File: config.mk
export PLATFORM = sky130hd
export DESIGN_NAME = obb_sat_queue
export DESIGN_NICKNAME = d
export VERILOG_FILES = /design/src/sv/obb_sat_pkg.sv /design/src/sv/obb_sat_queue.sv
export SDC_FILE = /design/constraint.sdc
export NUM_CORES = 2
export LEC_CHECK = 0
export BUFFER_PORTS_ARGS = -buffer_cell sky130_fd_sc_hd__buf_4
export CAP_MARGIN = 20
export CORE_MARGIN = 2
export CORE_UTILIZATION = 31
export CTS_CLUSTER_DIAMETER = 120
export DETAILED_ROUTE_END_ITERATION = 8
export PLACE_DENSITY = 0.47
export REMOVE_ABC_BUFFERS = 1
export SLEW_MARGIN = 40
export SYNTH_ARGS = -nofsm -noshare
export SYNTH_HDL_FRONTEND = slang
export SYNTH_SLANG_ARGS = --single-unit
File: constraint.sdc
create_clock -name clk_i -period 47.1 [get_ports clk_i]
set_input_delay 11.775 -clock clk_i [delete_from_list [all_inputs] [get_ports clk_i]]
set_output_delay 11.775 -clock clk_i [all_outputs]
set_load 0.005 [all_outputs]
File: src/sv/obb_sat_pkg.sv
// Shared types and constants for the oriented box separating axis test.
// Used by every module of the block; no dependencies.
`default_nettype none
package obb_sat_pkg;
  localparam int unsigned CoordBits = 20;
  localparam int unsigned AxisBits  = 16;
  localparam int unsigned AxisFrac  = AxisBits - 2;
  localparam int unsigned RBits     = 2 * AxisBits + 2;
  localparam int unsigned TaBits    = CoordBits + 1 + AxisBits + 2;
  localparam int unsigned CmpBits   = 96;
  localparam int unsigned CfgIdxBits = 3;
  localparam int unsigned CfgBits   = 60;
  localparam int unsigned QDepth    = 4;
  localparam int unsigned QPtrBits  = 2;

  localparam logic [CfgIdxBits-1:0] RegQCenter = 3'd0;
  localparam logic [CfgIdxBits-1:0] RegQAxisU  = 3'd1;
  localparam logic [CfgIdxBits-1:0] RegQAxisV  = 3'd2;
  localparam logic [CfgIdxBits-1:0] RegQAxisW  = 3'd3;
  localparam logic [CfgIdxBits-1:0] RegQHalf   = 3'd4;

  localparam logic [3:0] AxisNone = 4'd0;

  typedef struct packed {
    logic [59:0] node_half_sizes;
    logic [47:0] node_axis_w;
    logic [47:0] node_axis_v;
    logic [47:0] node_axis_u;
    logic [59:0] node_center;
  } in_beat_t;

  typedef struct packed {
    logic [3:0] separating_axis;
    logic       overlap;
  } out_beat_t;

  typedef struct packed {
    logic signed [TaBits-1:0]  ta0, ta1, ta2;
    logic signed [TaBits-1:0]  tb0, tb1, tb2;
    logic signed [RBits-1:0]   r00, r01, r02, r10, r11, r12, r20, r21, r22;
    logic        [CoordBits-1:0] ea0, ea1, ea2, eb0, eb1, eb2;
  } proj_t;

  function automatic logic signed [AxisBits-1:0] axc(input logic [47:0] v, input int k);
    axc = v[k*AxisBits +: AxisBits];
  endfunction

  function automatic logic signed [CoordBits:0] crd(input logic [59:0] v, input int k);
    crd = {v[k*CoordBits+CoordBits-1], v[k*CoordBits +: CoordBits]};
  endfunction
endpackage
`default_nettype wire

File: src/sv/obb_sat_queue.sv
// Short queue between the front end and the axis tests.
// Depends on obb_sat_pkg for the entry type and depth.
`default_nettype none
module obb_sat_queue (
  input  wire logic               clk_i,
  input  wire logic               rst_ni,
  input  wire logic               push_i,
  input  wire obb_sat_pkg::proj_t push_data_i,
  input  wire logic               pop_i,
  output logic                    not_empty_o,
  output logic [obb_sat_pkg::QPtrBits:0] count_o,
  output obb_sat_pkg::proj_t      head_o
);
  localparam int unsigned PB = obb_sat_pkg::QPtrBits;
  obb_sat_pkg::proj_t mem_q [obb_sat_pkg::QDepth];
  logic [PB-1:0] wr_q, rd_q;
  logic [PB:0] cnt_q;

  always_ff @(posedge clk_i) begin
    if (push_i) mem_q[wr_q] <= push_data_i;
  end

  always_ff @(posedge clk_i or negedge rst_ni) begin
    if (!rst_ni) begin
      wr_q <= '0; rd_q <= '0; cnt_q <= '0;
    end else begin
      if (push_i) wr_q <= wr_q + 1'b1;
      if (pop_i) rd_q <= rd_q + 1'b1;
      cnt_q <= cnt_q + (PB+1)'(push_i) - (PB+1)'(pop_i);
    end
  end

  assign head_o      = mem_q[rd_q];
  assign not_empty_o = cnt_q != '0;
  assign count_o     = cnt_q;
endmodule
`default_nettype wire

==> summary.md <==
| Metric | Value |
|---|---|
| Outcome | `completed` |
| Filler instances | `27,330` |
| WL per Instance | `28.33 um` |
| Worst clock skew | `0.04842 ns` |
| Register bit total from synthesis | `2,647` |
| Vias in the first global route | `46,290` |
| Resized cells post-CTS | `0` |
| Die Y | `558.7 um` |
| Setup tns final | `0 ns` |
| DRT antenna net count | `0` |
| Endpoints failing setup | `0` |
| Fmax | `0.05748 GHz` |
| Core Area | `306,100 sq um` |
| Fin crit share | `36.94%` |
| Mean post-synth cell area | `27.40 sq um` |
| Multiplexer share of the synthesized area | `15.58%` |
| Most frequent cells in the layout | `2,640 x edfxtp_1, 1,366 x buf_4, 660 x mux4_2, 305 x clkbuf_16, 68 x clkbuf_1` |
| GRT Total Usage | `16.55%` |
| Max Cap Viol | `0` |
| Area Growth Syn to Fin | `25.83%` |
| Post-DP Area | `110,600 sq um` |
| RSZ-0062 raised after global routing | `false` |
| Nets | `5,719` |
| Synthesized-area fraction occupied by adder cells | `0.09969%` |
| Post-CTS Setup Inserts | `0` |
| Sequential fraction of the synthesis area | `83.30%` |
| WL final | `266,700 um` |
| CP Data Required Time | `35.33 ns` |
| Via count | `43,960` |
| Syn Inst Count | `3,481` |
| P per Cell Area | `64.45 nW/um^2` |
| Rel. slew slack | `42.43%` |
| Gp weighted congestion | `0.7785` |
| Die footprint | `312,100 sq um` |
| Leakage power | `0.04008 uW` |
| Cts hold-fix bufs | `0` |
| Hold Crit Class | `reg2reg` |
| CTS Sinks | `2,647` |
| Final Max Tran Viols | `0` |
| Worst vdd ir | `0.03950 mV` |
| IO Port Bufs | `1,327` |
| TritonRoute pass-1 iters | `7` |
| Critical-path maximum fanout | `45` |
| Initial Utilization | `31.16%` |
| Global-route wire length before repair | `365,900 um` |
| Via density | `4.671` |
| Grt ovf | `0` |
| Row Count | `203` |
| Clk root buf | `clkbuf_16` |
| Setup crit start kind | `register` |
| Minimum clock period | `17.40 ns` |
| Ports | `1,328` |
| Endpoints failing hold | `0` |
| Layout Cells excl Fill | `9,412` |
| CTS tree | `built` |
| Simple-gate portion of the synthesized area | `0.04066%` |
| Yosys warnings | `0` |
| Clk_lat worst skew | `0.89 ns` |
| Compound-cell area share of the yosys netlist | `0.005247%` |
| Iter 0 DRT Violations | `3,232` |
| Initial antenna violation count | `113` |
| Largest family of logic cells by synthesized area | `multiplexers` |
| Fin area | `120,000 sq um` |
| Crit end category | `output port` |
| DR DRC count | `0` |
| Synth Area in XOR/XNOR | `0.04591%` |
| Worst Max-Slew Pin Slew | `0.8635 ns` |
| Arr. time, crit path | `5.62 ns` |
| Die width | `558.7 um` |
| Yosys cell types | `17` |
| Synthesized cell area | `95,380 sq um` |
| Most common cell after layout, fill and taps aside | `edfxtp_1` |
| CTS buffer count | `298` |
| H-tree Lvls | `5` |
| Crit path kind | `reg2out` |
| Largest net degree at the start of global routing | `120` |
| Ratio of cells with drive above 1 in the final layout | `47.06%` |
| CTS Buffer Depth | `4` |
| DPL Wire Length | `179,400 um` |
| CTS clk-pin slew, worst paths | `0.06 ns` |
| Dpl cells | `8,845` |
## synthesized netlist by cell type
| library cell | instances | area, sq um |
|---|---|---|
| and2_1 | 4 | 25.02 |
| buf_1 | 26 | 97.59 |
| buf_2 | 75 | 375.4 |
| buf_4 | 15 | 112.6 |
| buf_6 | 21 | 236.5 |
| clkbuf_1 | 11 | 41.29 |
| dfrtp_1 | 7 | 175.2 |
| edfxtp_1 | 2640 | 79280 |
| fa_1 | 1 | 20.02 |
| ha_1 | 6 | 75.07 |
| inv_1 | 6 | 22.52 |
| mux4_2 | 660 | 14860 |
| nand2_1 | 2 | 7.510 |
| o21ai_0 | 1 | 5.000 |
| or3_1 | 1 | 6.260 |
| xnor2_1 | 3 | 26.28 |
| xor2_1 | 2 | 17.52 |
## cell families (layout without fill, tap and decap cells)
| logic type | Yosys count | after routing |
|---|---|---|
| xor+xnor | 5 | 5 |
| compound gates | 1 | 1 |
| other cells | 0 | 32 |
| buf+inv | 154 | 1953 |
| fa+ha+maj | 7 | 7 |
| flops | 2647 | 2647 |
| mux | 660 | 660 |
| simple gates | 7 | 7 |
## worst paths after layout
| kind | startpoint | endpoint | slack [ns] | cells after the start |
|---|---|---|---|---|
| setup / recovery | rd_q[0]$_DFFE_PN0P_ | head_o[652] | 29.70 | 7 |
| hold / removal | wr_q[0]$_DFFE_PN0P_ | wr_q[0]$_DFFE_PN0P_ | 0.54 | 1 |
| setup reg to reg | wr_q[0]$_DFFE_PN0P_ | mem_q[2][433]$_DFFE_PP_ | 41.99 | 9 |
| hold reg to reg | wr_q[0]$_DFFE_PN0P_ | wr_q[0]$_DFFE_PN0P_ | 0.54 | 1 |
| max in group asynchronous | rst_ni | rd_q[0]$_DFFE_PN0P_ | 36.17 | 1 |
| min in group asynchronous | rst_ni | count_o[1]$_DFF_PN0_ | 10.73 | 1 |
## per-layer routing
metal	vias up	share of wire (%)	GRT usage, %	wire length, um
li1	18480	-	-	-
met1	23370	37	19.00	97570
met2	1494	49	27.51	131600
met3	506	11	7.879	30000
met4	112	2.5	4.558	6770
met5	-	0.27	0	724
## power by group
| group | total (uW) | internal, uW | switching (uW) |
|---|---|---|---|
| clock network | 2200 | 1260 | 939 |
| logic | 2370 | 1120 | 1250 |
| registers | 3170 | 3080 | 96.1 |
| total | 7740 | 5450 | 2280 |
## worst max-delay path, cell delays in order (launching register included)
cell and delay, ns:
dfrtp_4 0.87, buf_6 0.62, buf_4 0.60, buf_12 0.36
buf_6 0.62, buf_4 0.69, mux4_2 0.60, buf_4 0.15
## sequential cells by signal, indices dropped and copies added, names as in the netlist
signal and cells:
rd_q 2, wr_q 2, mem_q 2640, count_o 3
## stage by stage
stage | util [%] | total power (uW) | setup slack [ns] | hold WS (ns)
after floorplan | - | 5793 | 9.162 | 0.4936
after global placement | 36.03 | 5653 | 29.27 | 0.5295
after detailed placement | 36.14 | 5676 | 30.15 | 0.5364
after CTS | 39.16 | 7894 | 29.30 | 0.5468
after global routing | 39.20 | 8095 | 29.07 | 0.5576
final | 39.22 | 7736 | 29.70 | 0.5388
## area by class of cell
| type | instances | area [sq um] | share of cell area, % |
|---|---|---|---|
| Antenna cell | 32 | 80.08 | 0.06672 |
| Clock buffer | 382 | 8011 | 6.675 |
| Clock inverter | 150 | 1247 | 1.039 |
| Inverter | 6 | 22.52 | 0.01876 |
| Multi-Input combinational cell | 680 | 15060 | 12.54 |
| Sequential cell | 2647 | 79460 | 66.20 |
| Tap cell | 4100 | 5130 | 4.274 |
| Timing Repair Buffer | 1415 | 11020 | 9.181 |
(Power assumes the default switching activity.)
